[src/design/bcau_pkg.sv]
// Package for the braille chord assembler: field widths, register indexes,
// reset values and the structs passed between the top level and the step logic.
// No dependencies.
package bcau_pkg;

  localparam int unsigned KeyW   = 16;
  localparam int unsigned TimeW  = 64;
  localparam int unsigned DotsW  = 8;
  localparam int unsigned CfgW   = 16;
  localparam int unsigned CfgIdxW = 2;

  localparam logic [CfgW-1:0] DotMaskRst     = 16'd63;
  localparam logic [CfgW-1:0] HoldTimeoutRst = 16'd2000;

  // Configuration register indexes.
  typedef enum logic [CfgIdxW-1:0] {
    CFG_DOT_MASK     = 2'd0,
    CFG_HOLD_TIMEOUT = 2'd1
  } cfg_idx_e;

  // Chord tracking state carried from item to item.
  typedef struct packed {
    logic [KeyW-1:0]  last_keys;
    logic [DotsW-1:0] chord_bits;
    logic             chord_open;
    logic [TimeW-1:0] chord_start_time;
  } chord_state_t;

  // One input item.
  typedef struct packed {
    logic [KeyW-1:0]  key_snapshot;
    logic             snapshot_changed;
    logic [TimeW-1:0] time_ms;
  } in_item_t;

  // One result item.
  typedef struct packed {
    logic             matrix_valid;
    logic [KeyW-1:0]  matrix_keys;
    logic             chord_valid;
    logic [DotsW-1:0] chord_dots;
  } out_item_t;

endpackage

[src/design/bcau_in_if.sv]
// Input channel of the chord assembler: valid/ready handshake and the key item.
// Depends on bcau_pkg for field widths.
interface bcau_in_if;
  logic                        valid;
  logic                        ready;
  logic [bcau_pkg::KeyW-1:0]   key_snapshot;
  logic                        snapshot_changed;
  logic [bcau_pkg::TimeW-1:0]  time_ms;

  modport source (output valid, key_snapshot, snapshot_changed, time_ms, input ready);
  modport sink   (input valid, key_snapshot, snapshot_changed, time_ms, output ready);
endinterface

[src/design/bcau_out_if.sv]
// Result channel of the chord assembler: valid/ready handshake and the result item.
// Depends on bcau_pkg for field widths.
interface bcau_out_if;
  logic                        valid;
  logic                        ready;
  logic                        matrix_valid;
  logic [bcau_pkg::KeyW-1:0]   matrix_keys;
  logic                        chord_valid;
  logic [bcau_pkg::DotsW-1:0]  chord_dots;

  modport source (output valid, matrix_valid, matrix_keys, chord_valid, chord_dots,
                  input ready);
  modport sink   (input valid, matrix_valid, matrix_keys, chord_valid, chord_dots,
                  output ready);
endinterface

[src/design/bcau_step.sv]
// Combinational update for one item: matrix forwarding, chord accumulation,
// release commit and hold timeout commit. Depends on bcau_pkg.
module bcau_step (
  input  bcau_pkg::in_item_t          item_i,
  input  bcau_pkg::chord_state_t      state_i,
  input  logic [bcau_pkg::CfgW-1:0]   dot_mask_i,
  input  logic [bcau_pkg::CfgW-1:0]   hold_timeout_i,
  output bcau_pkg::chord_state_t      state_o,
  output bcau_pkg::out_item_t         result_o
);
  import bcau_pkg::*;

  logic [KeyW-1:0]  diff;
  logic [KeyW-1:0]  dot_keys;
  logic             chg;
  logic             press_seen;
  logic             open1;
  logic [TimeW-1:0] start1;
  logic [DotsW-1:0] bits1;
  logic             release_commit;
  logic             open2;
  logic [TimeW-1:0] start2;
  logic [DotsW-1:0] bits2;
  logic [TimeW-1:0] elapsed;
  logic             timeout_commit;

  // Key differences against the last examined snapshot.
  assign chg        = item_i.snapshot_changed;
  assign diff       = state_i.last_keys ^ item_i.key_snapshot;
  assign dot_keys   = item_i.key_snapshot & dot_mask_i;
  assign press_seen = chg && ((diff & dot_keys) != '0);

  // A new dot press opens the chord and ORs the pressed dots in.
  assign open1  = state_i.chord_open | press_seen;
  assign start1 = (press_seen && !state_i.chord_open) ? item_i.time_ms
                                                      : state_i.chord_start_time;
  assign bits1  = press_seen ? (state_i.chord_bits | dot_keys[DotsW-1:0])
                             : state_i.chord_bits;

  // Releasing every dot key commits the chord.
  assign release_commit = chg && open1 && (dot_keys == '0);
  assign open2  = release_commit ? 1'b0 : open1;
  assign start2 = release_commit ? '0 : start1;
  assign bits2  = release_commit ? '0 : bits1;

  // Hold timeout, skipped while the start time is zero; wraps modulo 2^64.
  assign elapsed        = item_i.time_ms - start2;
  assign timeout_commit = open2 && (start2 != '0) &&
                          (elapsed >= {{(TimeW-CfgW){1'b0}}, hold_timeout_i});

  // Next state.
  always_comb begin
    state_o.last_keys        = chg ? item_i.key_snapshot : state_i.last_keys;
    state_o.chord_open       = timeout_commit ? 1'b0 : open2;
    state_o.chord_start_time = timeout_commit ? '0 : start2;
    state_o.chord_bits       = timeout_commit ? '0 : bits2;
  end

  // Result item.
  always_comb begin
    result_o.matrix_valid = chg && ((diff & ~dot_mask_i) != '0);
    result_o.matrix_keys  = result_o.matrix_valid ? item_i.key_snapshot : '0;
    result_o.chord_valid  = 1'b0;
    result_o.chord_dots   = '0;
    if (release_commit && (bits1 != '0)) begin
      result_o.chord_valid = 1'b1;
      result_o.chord_dots  = bits1;
    end else if (timeout_commit && (bits2 != '0)) begin
      result_o.chord_valid = 1'b1;
      result_o.chord_dots  = bits2;
    end
  end

endmodule

[src/design/braille_chord_assembler_unit.sv]
// Top level of the braille chord assembler: input register, chord state,
// configuration registers and result register. Depends on bcau_pkg,
// bcau_in_if, bcau_out_if and bcau_step.
//
//   Channel   Dir   Handshake       Payload
//   in_i      in    valid/ready     key_snapshot, snapshot_changed, time_ms
//   out_o     out   valid/ready     matrix_valid, matrix_keys, chord_valid, chord_dots
//   cfg       in    cfg_we_i        cfg_idx_i, cfg_wdata_i
//
// One item per cycle sustained while out_o.ready is high. The result is offered
// once the accepted item moves from the input register into the result register.
// The chord state updates as the item moves into the result register.
// A stalled result register holds the item in the input register; while the
// result waits, input is taken only if the input register is empty.
// Reset clears the chord state and loads dot_mask 63, hold_timeout_ms 2000.
module braille_chord_assembler_unit (
  input  logic                           clk_i,
  input  logic                           rst_ni,
  bcau_in_if.sink                        in_i,
  bcau_out_if.source                     out_o,
  input  logic                           cfg_we_i,
  input  logic [bcau_pkg::CfgIdxW-1:0]   cfg_idx_i,
  input  logic [bcau_pkg::CfgW-1:0]      cfg_wdata_i
);
  import bcau_pkg::*;

  logic         in_valid_q;
  in_item_t     in_item_q;
  logic         out_valid_q;
  out_item_t    out_item_q;
  chord_state_t state_q;
  chord_state_t state_d;
  out_item_t    result_d;
  logic [CfgW-1:0] dot_mask_q;
  logic [CfgW-1:0] hold_timeout_q;
  logic         advance;
  logic         in_take;

  // Handshake control.
  assign advance     = in_valid_q && (!out_valid_q || out_o.ready);
  assign in_i.ready  = !in_valid_q || advance;
  assign in_take     = in_i.valid && in_i.ready;

  // Configuration registers.
  always_ff @(posedge clk_i or negedge rst_ni) begin
    if (!rst_ni) begin
      dot_mask_q     <= DotMaskRst;
      hold_timeout_q <= HoldTimeoutRst;
    end else if (cfg_we_i) begin
      case (cfg_idx_e'(cfg_idx_i))
        CFG_DOT_MASK:     dot_mask_q     <= cfg_wdata_i;
        CFG_HOLD_TIMEOUT: hold_timeout_q <= cfg_wdata_i;
        default: ;
      endcase
    end
  end

  // Input register.
  always_ff @(posedge clk_i or negedge rst_ni) begin
    if (!rst_ni) begin
      in_valid_q <= 1'b0;
    end else if (in_i.ready) begin
      in_valid_q <= in_i.valid;
    end
  end

  always_ff @(posedge clk_i) begin
    if (in_take) begin
      in_item_q.key_snapshot     <= in_i.key_snapshot;
      in_item_q.snapshot_changed <= in_i.snapshot_changed;
      in_item_q.time_ms          <= in_i.time_ms;
    end
  end

  // Per-item update.
  bcau_step u_step (
    .item_i         (in_item_q),
    .state_i        (state_q),
    .dot_mask_i     (dot_mask_q),
    .hold_timeout_i (hold_timeout_q),
    .state_o        (state_d),
    .result_o       (result_d)
  );

  // Chord state.
  always_ff @(posedge clk_i or negedge rst_ni) begin
    if (!rst_ni) begin
      state_q <= '0;
    end else if (advance) begin
      state_q <= state_d;
    end
  end

  // Result register.
  always_ff @(posedge clk_i or negedge rst_ni) begin
    if (!rst_ni) begin
      out_valid_q <= 1'b0;
    end else if (advance) begin
      out_valid_q <= 1'b1;
    end else if (out_o.ready) begin
      out_valid_q <= 1'b0;
    end
  end

  always_ff @(posedge clk_i) begin
    if (advance) begin
      out_item_q <= result_d;
    end
  end

  assign out_o.valid        = out_valid_q;
  assign out_o.matrix_valid = out_item_q.matrix_valid;
  assign out_o.matrix_keys  = out_item_q.matrix_keys;
  assign out_o.chord_valid  = out_item_q.chord_valid;
  assign out_o.chord_dots   = out_item_q.chord_dots;

endmodule
[src/flat_wrapper.sv]
// flat-port wrapper written by rule: the top's interface ports become plain ports
module braille_chord_assembler_unit_flat import bcau_pkg::*;
  (clk_i, rst_ni, cfg_we_i, cfg_idx_i, cfg_wdata_i, in_i_valid, in_i_key_snapshot, in_i_snapshot_changed, in_i_time_ms, in_i_ready, out_o_valid, out_o_matrix_valid, out_o_matrix_keys, out_o_chord_valid, out_o_chord_dots, out_o_ready);
  bcau_in_if in_i_i ();
  bcau_out_if out_o_i ();
  input  logic clk_i;
  input  logic rst_ni;
  input  logic cfg_we_i;
  input  logic [bcau_pkg::CfgIdxW-1:0] cfg_idx_i;
  input  logic [bcau_pkg::CfgW-1:0] cfg_wdata_i;
  input wire logic [$bits(in_i_i.valid)-1:0] in_i_valid;
  input wire logic [$bits(in_i_i.key_snapshot)-1:0] in_i_key_snapshot;
  input wire logic [$bits(in_i_i.snapshot_changed)-1:0] in_i_snapshot_changed;
  input wire logic [$bits(in_i_i.time_ms)-1:0] in_i_time_ms;
  output wire logic [$bits(in_i_i.ready)-1:0] in_i_ready;
  output wire logic [$bits(out_o_i.valid)-1:0] out_o_valid;
  output wire logic [$bits(out_o_i.matrix_valid)-1:0] out_o_matrix_valid;
  output wire logic [$bits(out_o_i.matrix_keys)-1:0] out_o_matrix_keys;
  output wire logic [$bits(out_o_i.chord_valid)-1:0] out_o_chord_valid;
  output wire logic [$bits(out_o_i.chord_dots)-1:0] out_o_chord_dots;
  input wire logic [$bits(out_o_i.ready)-1:0] out_o_ready;
  assign in_i_i.valid = in_i_valid;
  assign in_i_i.key_snapshot = in_i_key_snapshot;
  assign in_i_i.snapshot_changed = in_i_snapshot_changed;
  assign in_i_i.time_ms = in_i_time_ms;
  assign in_i_ready = in_i_i.ready;
  assign out_o_valid = out_o_i.valid;
  assign out_o_matrix_valid = out_o_i.matrix_valid;
  assign out_o_matrix_keys = out_o_i.matrix_keys;
  assign out_o_chord_valid = out_o_i.chord_valid;
  assign out_o_chord_dots = out_o_i.chord_dots;
  assign out_o_i.ready = out_o_ready;
  braille_chord_assembler_unit u_core (.clk_i(clk_i), .rst_ni(rst_ni), .in_i(in_i_i), .out_o(out_o_i), .cfg_we_i(cfg_we_i), .cfg_idx_i(cfg_idx_i), .cfg_wdata_i(cfg_wdata_i));
endmodule
[config.mk]
export PLATFORM = sky130hd
export DESIGN_NAME = braille_chord_assembler_unit_flat
export DESIGN_NICKNAME = d
export VERILOG_FILES = /design/src/design/bcau_pkg.sv /design/src/design/bcau_in_if.sv /design/src/design/bcau_out_if.sv /design/src/design/bcau_step.sv /design/src/design/braille_chord_assembler_unit.sv /design/src/flat_wrapper.sv
export SDC_FILE = /design/constraint.sdc
export NUM_CORES = 1
export LEC_CHECK = 0
export ABC_AREA = 1
export BUFFER_PORTS_ARGS = -buffer_cell sky130_fd_sc_hd__buf_2
export CORE_MARGIN = 2
export CORE_UTILIZATION = 45
export DETAILED_ROUTE_END_ITERATION = 8
export PLACE_DENSITY = 0.7
export SLEW_MARGIN = 5
export SYNTH_ARGS = -nofsm -noshare
export SYNTH_HDL_FRONTEND = slang
export SYNTH_HIERARCHICAL = 1
export SYNTH_SLANG_ARGS = --single-unit
[constraint.sdc]
create_clock -name clk_i -period 13.1 [get_ports clk_i]
set_clock_uncertainty 0.15 [all_clocks]
set_input_delay 0.655 -clock clk_i [delete_from_list [all_inputs] [get_ports clk_i]]
set_output_delay 0.655 -clock clk_i [all_outputs]
set_load 0.01 [all_outputs]
==> results of run 1 <==
-- worst max-delay path: cells and delay by family (launching register included) --
family          cells  cell delay, ns
xor+xnor            1            0.25
buf+inv             6            1.52
flops               1            0.55
compound gates      2            0.31
fa+ha+maj           3            0.85
simple gates       27            3.47
-- logic make-up after synthesis --
kind of cell	Yosys count
compound gates	241
xor+xnor	26
fa+ha+maj	82
buf+inv	500
flops	230
simple gates	1541
-- routing by layer --
layer / vias up / part of all wire [%] / global-route usage, %
met5: - / 0 / 0
met4: 0 / 3.7 / 9.51
met3: 124 / 8.9 / 4.95
met2: 811 / 41 / 42.2
met1: 8153 / 46 / 42.1
li1: 8539 / - / -
-- state kept, by name (all words and copies together) (netlist names) --
signal	cells
u_core/dot_mask_q	16
u_core/hold_timeout_q	16
u_core/in_item_q	81
u_core/in_valid_q	1
u_core/out_o.chord_dots	8
u_core/out_o.chord_valid	1
u_core/out_o.matrix_keys	16
u_core/out_o.matrix_valid	1
u_core/out_o.valid	1
u_core/state_q	89
-- cells in the final DEF, fill, tap and decap left out, drive strengths merged, types with 2 or more instances in the layout --
cell type,synthesis,layout
nand2,946,946
inv,415,417
nand3,267,267
nor2,209,209
a21oi,157,157
buf,58,143
dfrtp,111,111
edfxtp,107,107
nand4,85,85
ha,81,81
o21ai,53,53
clkbuf,26,35
o21bai,16,16
xor2,14,14
dfstp,12,12
nor3,12,12
xnor2,12,12
nand3b,12,12
clkinv,1,10
nor4,3,3
a31oi,3,3
and3,2,2
a21boi,2,2
o21a,2,2
and2,2,2
or2,2,2
o22ai,2,2
-- final timing paths --
kind                       slack [ns]  depth (start not counted)                       end                     start
min                              0.03                          1     u_core/dot_mask_q[10]                    rst_ni
max reg2reg                      5.80                         39        u_core/state_q[69]      u_core/dot_mask_q[2]
min reg2reg                      0.31                          2  u_core/hold_timeout_q[9]  u_core/hold_timeout_q[9]
min in group clk_i               0.10                          1       u_core/in_item_q[9]           in_i_time_ms[9]
max in group asynchronous       11.37                          2         u_core/in_valid_q                    rst_ni
max                              5.80                         39        u_core/state_q[69]      u_core/dot_mask_q[2]
-- cell type report --
cell class	instances	area [um2]
fill	3871	18700
multi-input combinational	1890	9050
sequential	230	6310
inverter	416	1560
timing repair buffer	143	748
clock buffer	35	704
tap	511	639
clock inverter	11	72.6
-- through the flow --
step | worst slack (ns) | utilization, % | std cells
3_3_place_gp | 6.09 | 48.5 | 3190
3_5_place_dp | 6.00 | 48.5 | 3190
2_1_floorplan | 8.28 | - | 2620
4_1_cts | 5.96 | 50.5 | 3236
5_1_grt | 5.22 | 50.5 | 3236
6_report | 5.80 | 50.5 | 3236
-- report_power, final --
part / internal [mW] / leakage (nW) / switching [mW]
combinational: 0.916 / 7.20 / 1.98
sequential: 0.938 / 2.62 / 0.109
clock: 0.378 / 0.388 / 0.301
total: 2.23 / 10.2 / 2.39
==> summary.txt, run 1 <==
Max-cap violation count -> 0
ANT cells -> 0
Adder-cell area share of the yosys netlist -> 5.96%
Total core area -> 37800 um2
Root buffer cell -> clkbuf_16
Drt drc -> 0
Total die area -> 40100 um2
Overall routing resource usage -> 28.5%
Die Height -> 200 um
Row count -> 71
WP data arrival -> 7.63 ns
Synthesized net count -> 2806
DR vias -> 17627
CP Capture Type -> flop
PostCTS Resize Cnt -> 0
Post-DR vias/cell -> 5.45
Leakage -> 10.2 nW
Total setup buffers inserted after CTS -> 0
IO Port Bufs -> 131
Clk sink count -> 230
Compound-Gate Fraction of Synth Area -> 7.41%
Top Ports -> 132
TNS Setup -> 0 ns
Synth area leader -> nand2_1
Count of unique library cells instantiated by Yosys -> 48
Path type of the worst setup path -> flop to flop
Clk slew on worst S/H paths -> 0.06 ns
Warnings, synthesis -> 6
Largest family of logic cells by synthesized area -> simple AND/OR/NAND/NOR gates
Antenna viol nets, final -> 0
VDD IR max -> 0.0974 mV
Initial antenna violation count -> 0
WHS -> 0.0283 ns
Critical-path maximum fanout -> 72
DR iter-0 viols -> 2064
Mux contribution to synthesized area -> 0%
Hold_buf cts -> 0
Slew @ Worst Pin -> 1.06 ns
Worst hold path class -> input port to async pin
Power per cell area -> 242 nW/um2
Wire per inst -> 18.0 um
Final Hold Violating Endpoints -> 0
Initial DRT Pass Iterations -> 7
FMAX -> 137 MHz
Fin crit share -> 55.7%
EDFF count, synth -> 107
CTS tree -> done
Top-count cell post-synth -> nand2_1
Fraction of the mapped netlist area in simple logic gates -> 37.5%
Fin crit period -> 7.30 ns
XOR/XNOR Fraction of Synth Area -> 1.31%
Share of cells above drive strength 1 -> 7.93%
Sequential area share after synthesis -> 36.4%
Num CTS Buffers -> 25
H-Tree Depth -> 1
Pwr Total -> 4.62 mW
Routability cong. -> 1.02
RSZ-0062 raised after global routing -> false
Worst-Skew Late Latency -> 0.58 ns
Area delta synth->final -> 10.1%
Nets -> 2892
Crit-path max cell delay -> 0.55 ns
Share of flip-flops with an asynchronous set or reset -> 53.5%
Final wirelength -> 58300 um
Max-slew headroom -> 29.1%
Gr ovfl total -> 0
Initial core utilization -> 45.9%
Largest net degree at the start of global routing -> 92
CP startpoint kind -> flop
Vias in the first global route -> 16310
Most used cell along the critical path -> nand2_1
Global-route wire length before repair -> 90400 um
Most used DFF post-synth -> dfrtp_1
Status -> complete, no violations
Die Wd -> 200 um
Top-area cell type share of the netlist area -> 20.3%
Avg Cell Area, Syn -> 6.61 um2
Largest buffer count on any clock path -> 3
Syn Inst Count -> 2620
Final setup viols -> 0
Synth cell count leaders -> nand2_1, inv_1, nand3_1, nor2_1, a21oi_1
Placement Cell Area -> 18300 um2
Synth top area cells -> nand2_1, edfxtp_1, dfrtp_1, inv_1, nand3_1
Area of the mapped netlist -> 17300 um2
Slowest CP cell -> dfstp_2
Post-synthesis register bit count -> 230
Finished Cell Area -> 19100 um2
Required time worst endpoint -> 13.43 ns
Dpl hpwl -> 44500 um
Max Slew Vio Count -> 0
Power figures use the tool's default switching activity.
==> run 2: changes to the inputs <==
--- a/config.mk
+++ b/config.mk
@@ -10,7 +10,7 @@
 export CORE_MARGIN = 2
 export CORE_UTILIZATION = 45
 export DETAILED_ROUTE_END_ITERATION = 8
-export PLACE_DENSITY = 0.7
+export PLACE_DENSITY = 0.72
 export SLEW_MARGIN = 5
 export SYNTH_ARGS = -nofsm -noshare
 export SYNTH_HDL_FRONTEND = slang
==> constraint.sdc (replaced) <==
create_clock -name clk_i -period 6.25 [get_ports clk_i]
set_clock_uncertainty 0.15 [all_clocks]
set_input_delay 0.3125 -clock clk_i [delete_from_list [all_inputs] [get_ports clk_i]]
set_output_delay 0.3125 -clock clk_i [all_outputs]
set_load 0.01 [all_outputs]
==> run 2 against run 1 <==
  * First-iteration DRC count rose by 16%
  * Clock-buffer cell count rose by 2
  * Critical path depth shrank 13
  * Via count rose by 2.2%
  * Power rose by 120%
  * Routed wire length up 6.1%
  * Setup slack worse by 5.5 ns
  * Cell count increased by 3.4%
  * Non-clock buffer count up 109
  * Global-route usage up 1.4 points
  * Critical endpoint is now u_core/out_o.chord_dots[4]
==> summary.txt, run 2 (synthesis results as in run 1) <==
Antenna viol nets, final -> 0 (unchanged)
Clock share of power -> 15.5% (+0.8 points)
CP startpoint kind -> flop
Post-DR vias/cell -> 5.39 (-1.1%)
Max-cap violation count -> 0 (unchanged)
WHS -> 0.0333 ns (+0.00508 ns)
Clk slew on worst S/H paths -> 0.06 ns (about the same)
Placement Cell Area -> 18400 um2 (+0.25%)
Post-place setup slack -> 0.0217 ns (-5.98 ns)
Total core area -> 37800 um2 (unchanged)
CP Capture Type -> flop
Max Slew Vio Count -> 0 (unchanged)
Setup WS post-layout -> 0.319 ns (-5.48 ns)
Fill count -> 3673 (-5.1%)
Status -> complete, no violations
Post-Place Cells -> 3196 (+0.19%)
TNS Setup -> 0 ns (unchanged)
Path type of the worst setup path -> flop to flop
Leakage -> 10.7 nW (+4.8%)
Max-slew headroom -> 20.7% (-8.4 points)
ANT cells -> 0 (unchanged)
Nets -> 3001 (+3.8%)
Global-route wire length before repair -> 94100 um (+4.1%)
Final wirelength -> 61900 um (+6.1%)
Total setup buffers inserted after CTS -> 0 (unchanged)
Fin crit period -> 5.93 ns (-1.37 ns)
Biggest regs -> u_core/state_q x89, u_core/in_item_q x81
Die Wd -> 200 um (unchanged)
Largest net degree at the start of global routing -> 92 (unchanged)
Root buffer cell -> clkbuf_16
Clk sink count -> 230 (unchanged)
H-Tree Depth -> 1 (unchanged)
GRT met3 Usage -> 5.17% (+0.23 points)
Fin crit share -> 94.9% (+39 points)
Finished Cell Area -> 20300 um2 (+6.4%)
DR iter-0 viols -> 2396 (+16%)
Power Internal -> 4.86 mW (+120%)
Met1 Use GR -> 44.6% (+2.5 points)
Required time worst endpoint -> 6.38 ns (-7.05 ns)
Biggest register -> u_core/state_q
Slew @ Worst Pin -> 1.19 ns (+0.126 ns)
Sequential share of power -> 22.1% (-0.5 points)
Initial DRT Pass Iterations -> 8 (+1)
Initial core utilization -> 45.9% (unchanged)
P_sw -> 5.13 mW (+120%)
Row count -> 71 (unchanged)
Vias in the first global route -> 16484 (+1.1%)
WP data arrival -> 6.06 ns (-1.57 ns)
Critical-path maximum fanout -> 30 (-58%)
Overall routing resource usage -> 29.9% (+1.4 points)
Num CTS Buffers -> 25 (unchanged)
VDD IR max -> 0.239 mV (+150%)
Drt drc -> 0 (unchanged)
DR vias -> 18016 (+2.2%)
Final Hold Violating Endpoints -> 0 (unchanged)
Final setup viols -> 0 (unchanged)
Worst hold path class -> input port to flop
Commonest non-fill, non-tap cell in the layout -> nand2_1
Share of cells above drive strength 1 -> 8.15% (+0.22 points)
CTS tree -> done
Dpl hpwl -> 45900 um (+2.9%)
Met2 Use GR -> 44.9% (+2.7 points)
Initial antenna violation count -> 0 (unchanged)
IO Port Bufs -> 131 (unchanged)
Top Ports -> 132 (unchanged)
FMAX -> 169 MHz (+23%)
Gr ovfl total -> 0 (unchanged)
Comb power frac -> 62.5% (-0.2 points)
Wire per inst -> 18.5 um (+2.7%)
Power per cell area -> 492 nW/um2 (+100%)
Area delta synth->final -> 17.1%
Number of flip-flops in the largest register -> 89 (unchanged)
Total die area -> 40100 um2 (unchanged)
RSZ-0062 raised after global routing -> false
Worst-Skew Late Latency -> 0.57 ns (about the same)
Layout Cells excl Fill -> 3345 (+3.4%)
GRT Max-Usage Layer -> met2
Largest buffer count on any clock path -> 3 (unchanged)
Routability cong. -> 0.985 (-3.7%)
Die Height -> 200 um (unchanged)
Switching share of power -> 51.4% (-0.32 points)
Most frequent cells in the layout -> nand2_1, inv_1, nand3_1
==> run 2: power groups by stage <==
stage	combinational, mW	clock, mW	sequential, mW
floorplan	4.25	0	2.16
global route	6.90	1.63	2.24
global placement	5.91	0	2.21
detailed placement	5.95	0	2.22
finish	6.24	1.55	2.21
CTS	6.04	1.57	2.20
==> run 2: routing by layer <==
metal	up-vias	share of wire, %
met4	0	2.3
met1	8284	45
li1	8726	-
met3	87	10
met5	-	0
met2	919	42
==> run 2: per-stage QoR <==
stage / total power, mW / utilization, %
2_1_floorplan: 6.41 / -
3_3_place_gp: 8.12 / 48.6
3_5_place_dp: 8.17 / 48.6
4_1_cts: 9.80 / 53.6
5_1_grt: 10.8 / 53.8
6_report: 10.0 / 53.8
==> run 2: path summary, 6_finish.rpt <==
check / start / end / slack (ns) / depth (start not counted)
setup / recovery: u_core/in_item_q[80] / u_core/out_o.chord_dots[4] / 0.32 / 26
hold / removal: cfg_idx_i[1] / u_core/dot_mask_q[0] / 0.03 / 4
setup reg to reg: u_core/in_item_q[80] / u_core/out_o.chord_dots[4] / 0.32 / 26
hold reg to reg: u_core/hold_timeout_q[10] / u_core/hold_timeout_q[10] / 0.32 / 2
max in group asynchronous: rst_ni / u_core/state_q[48] / 4.26 / 3
min in group asynchronous: rst_ni / u_core/state_q[77] / 0.18 / 2
==> run 2: cell type report <==
class	instances	area, um2	share of cell area, %
flip-flops and latches	230	6310	31.1
well taps	511	639	3.15
clock buffers	37	742	3.65
clock inverters	9	113	0.555
repair buffers	252	1840	9.04
inverters	416	1570	7.72
multi-input cells	1890	9100	44.8
==> run 2: critical path, cell delays in order (launching register included) <==
cell and delay (ns):
edfxtp_1 0.45, nand3_1 0.13, nand3_1 0.08, nor2_1 0.18, nand3_2 0.16, nand2_2 0.17
nand2_2 0.14, nand2_8 0.19, buf_6 0.28, buf_4 0.31, nand3_1 0.19, ha_1 0.43
a21oi_1 0.51, o21ai_0 0.24, nand2_1 0.11, nand2_1 0.10, inv_1 0.07, nand2_1 0.06
a21oi_1 0.35, nand2_1 0.11, nand2_1 0.07, nand4_1 0.09, nor2_1 0.33, nand4_4 0.18
buf_4 0.28, nand4_1 0.11, nand2_1 0.09
==> run 2: timing repair <==
item | 4_1_cts | 5_1_grt
endpoints found under the hold margin | 159 | 0
endpoints found under the setup margin | 30 | 82
gates resized for setup | 1 | 15
hold buffers | 103 | 0
==> run 3: changes to the inputs <==
--- a/config.mk
+++ b/config.mk
@@ -6,11 +6,11 @@
 export NUM_CORES = 1
 export LEC_CHECK = 0
 export ABC_AREA = 1
-export BUFFER_PORTS_ARGS = -buffer_cell sky130_fd_sc_hd__buf_2
 export CORE_MARGIN = 2
 export CORE_UTILIZATION = 45
 export DETAILED_ROUTE_END_ITERATION = 8
-export PLACE_DENSITY = 0.72
+export DONT_BUFFER_PORTS = 1
+export PLACE_DENSITY = 0.69
 export SLEW_MARGIN = 5
 export SYNTH_ARGS = -nofsm -noshare
 export SYNTH_HDL_FRONTEND = slang
==> run 3 against run 2 <==
  * Cell count down 2.7%
  * Sequential share of layout area up 0.42 points
  * First-iteration DRC count is 6.9% lower
  * Via count down 0.70%
  * Non-clock buffer count fell by 92
  * Hold slack improved by 0.16 ns
  * Largest cell class unchanged
  * Core utilization shrank 0.72 points
==> summary.txt, run 3 (synthesis results as in run 1) <==
Fin crit period -> 5.80 ns (-0.127 ns)
Total core area -> 37800 um2 (unchanged)
Die Wd -> 200 um (unchanged)
CP Capture Type -> flop
Post-DR vias/cell -> 5.50 (+2.0%)
Worst hold path class -> input port to flop
CP startpoint kind -> flop
Cell count of the worst reg-to-reg path -> 37 (+42%)
Global-route wire length before repair -> 93200 um (-0.95%)
Area delta synth->final -> 15.6%
Gr ovfl total -> 0 (unchanged)
Max-cap violation count -> 0 (unchanged)
Nets -> 2910 (-3.0%)
Clock share of power -> 15.4% (about the same)
Initial antenna violation count -> 0 (unchanged)
FMAX -> 172 MHz (+2.2%)
Drt drc -> 0 (unchanged)
CTS tree -> done
Overall routing resource usage -> 29.3% (-0.58 points)
Die Height -> 200 um (unchanged)
Hold Path Cell Cnt -> 4 (unchanged)
Max Slew Vio Count -> 0 (unchanged)
Vias in the first global route -> 16516 (+0.19%)
Power Internal -> 4.84 mW (-0.32%)
IO Port Bufs -> 0 (-100%)
Max-slew headroom -> 28.4% (+7.6 points)
Pwr Total -> 9.96 mW (-0.32%)
Most used cell along the critical path -> nor2_1
Root buffer cell -> clkbuf_16
Dpl hpwl -> 44200 um (-3.6%)
Biggest register -> u_core/state_q
Fin crit share -> 92.9% (-2.0 points)
Share of cells above drive strength 1 -> 3.83% (-4.3 points)
VDD IR max -> 0.245 mV (+2.5%)
Largest net degree at the start of global routing -> 124 (+35%)
Path type of the worst setup path -> flop to flop
Switching share of power -> 51.4% (about the same)
Largest buffer count on any clock path -> 3 (unchanged)
Critical-path maximum fanout -> 12 (-60%)
Clk sink count -> 230 (unchanged)
Crit-path max cell delay -> 0.50 ns (about the same)
Row count -> 71 (unchanged)
Power per cell area -> 497 nW/um2 (+1.0%)
Layout Cells excl Fill -> 3255 (-2.7%)
Required time worst endpoint -> 6.57 ns (+0.19 ns)
Sequential share of power -> 22.4% (+0.3 points)
Worst-Skew Late Latency -> 0.57 ns (about the same)
Biggest regs -> u_core/state_q x89, u_core/in_item_q x81
Status -> complete, no violations
P_sw -> 5.12 mW (-0.32%)
Most frequent cells in the layout -> nand2_1, inv_1, nand3_1
Leakage -> 10.3 nW (-3.4%)
Initial core utilization -> 45.9% (unchanged)
WP data arrival -> 6.13 ns (+0.07 ns)
Final Hold Violating Endpoints -> 0 (unchanged)
Top Ports -> 132 (unchanged)
Antenna viol nets, final -> 0 (unchanged)
Fill count -> 3654 (-0.52%)
DR vias -> 17889 (-0.70%)
Post-place setup slack -> 0.228 ns (+0.207 ns)
Number of flip-flops in the largest register -> 89 (unchanged)
Routability cong. -> 1.03 (+4.9%)
Commonest non-fill, non-tap cell in the layout -> nand2_1
Wire per inst -> 18.5 um (+0.29%)
H-Tree Depth -> 1 (unchanged)
ANT cells -> 0 (unchanged)
Clk slew on worst S/H paths -> 0.06 ns (about the same)
Post-Place Cells -> 3066 (-4.1%)
DR iter-0 viols -> 2230 (-6.9%)
RSZ-0062 raised after global routing -> false
Total die area -> 40100 um2 (unchanged)
Final setup viols -> 0 (unchanged)
Initial DRT Pass Iterations -> 6 (-2)
Final wirelength -> 60400 um (-2.4%)
Slew @ Worst Pin -> 1.07 ns (-0.114 ns)
Slowest CP cell -> edfxtp_1
Setup WS post-layout -> 0.447 ns (+0.127 ns)
TNS Setup -> 0 ns (unchanged)
Comb power frac -> 62.3% (-0.2 points)
Num CTS Buffers -> 26 (+4.0%)
[run 3: changes by cell type in the layout (fill, tap and decap cells not counted), moves of 2 or more]
cell and change:
buf_2 -130, clkbuf_8 -3, dlygate4sd3_1 +33, buf_6 +2, buf_4 +2, nand2_2 -2, clkbuf_1 +3, nand2_4 +3
[run 3: stage by stage]
step | area [um2] | util, % | hold WS, ns
floorplan | 17300 | - | -0.133
global placement | 17700 | 46.9 | -0.129
detailed placement | 17700 | 46.9 | -0.129
CTS | 19900 | 52.8 | 0.186
global route | 20000 | 53.1 | 0.215
finish | 20000 | 53.1 | 0.197
[run 3: what timing repair did]
item | CTS | global route
endpoints found under the setup margin | 0 | 82
setup buffers | 0 | 4
hold buffers | 137 | 0
gates resized for setup | 0 | 13
hold endpoints to repair | 237 | 0
[run 3: final cells by class]
| class | instances | area [um2] | area share (%) |
|---|---|---|---|
| Timing Repair Buffer | 160 | 1580 | 7.89 |
| Sequential cell | 230 | 6310 | 31.5 |
| Multi-Input combinational cell | 1890 | 9090 | 45.4 |
| Clock buffer | 38 | 737 | 3.68 |
| Inverter | 416 | 1560 | 7.80 |
| Tap cell | 511 | 639 | 3.19 |
| Clock inverter | 10 | 113 | 0.562 |
[run 3: power groups by stage]
stage	Clock (mW)	Combinational, mW	Sequential [mW]
2_1_floorplan	0	4.25	2.16
3_3_place_gp	0	5.80	2.24
3_5_place_dp	0	5.84	2.24
4_1_cts	1.54	5.98	2.22
5_1_grt	1.62	6.89	2.27
6_report	1.53	6.20	2.23
[run 3: critical path: cells and delay by family (launching register included)]
family                   cells  cell delay [ns]
adder cells (fa/ha/maj)      3             0.88
XOR/XNOR                     1             0.18
buffers and inverters        3             0.19
AND/OR/NAND/NOR             27             3.39
flip-flops                   1             0.50
AO/OA/AOI/OAI                3             0.44
[run 3: per-layer routing]
metal | track usage [%] | vias to the layer above | wire length, um
li1 | - | 8581 | -
met1 | 42.9 | 8247 | 26600
met2 | 43.3 | 943 | 25400
met3 | 6.22 | 118 | 6620
met4 | 8.74 | 0 | 1740
met5 | 0 | - | 0
[run 3: final timing paths]
| check | start | end | slack, ns |
|---|---|---|---|
| min | out_o_ready | u_core/state_q[75] | 0.20 |
| max | u_core/in_item_q[70] | u_core/state_q[72] | 0.45 |
| min in group asynchronous | rst_ni | u_core/state_q[81] | 0.23 |
| max reg2reg | u_core/in_item_q[70] | u_core/state_q[72] | 0.45 |
| min reg2reg | u_core/hold_timeout_q[10] | u_core/hold_timeout_q[10] | 0.32 |
| max in group asynchronous | rst_ni | u_core/in_valid_q | 5.15 |
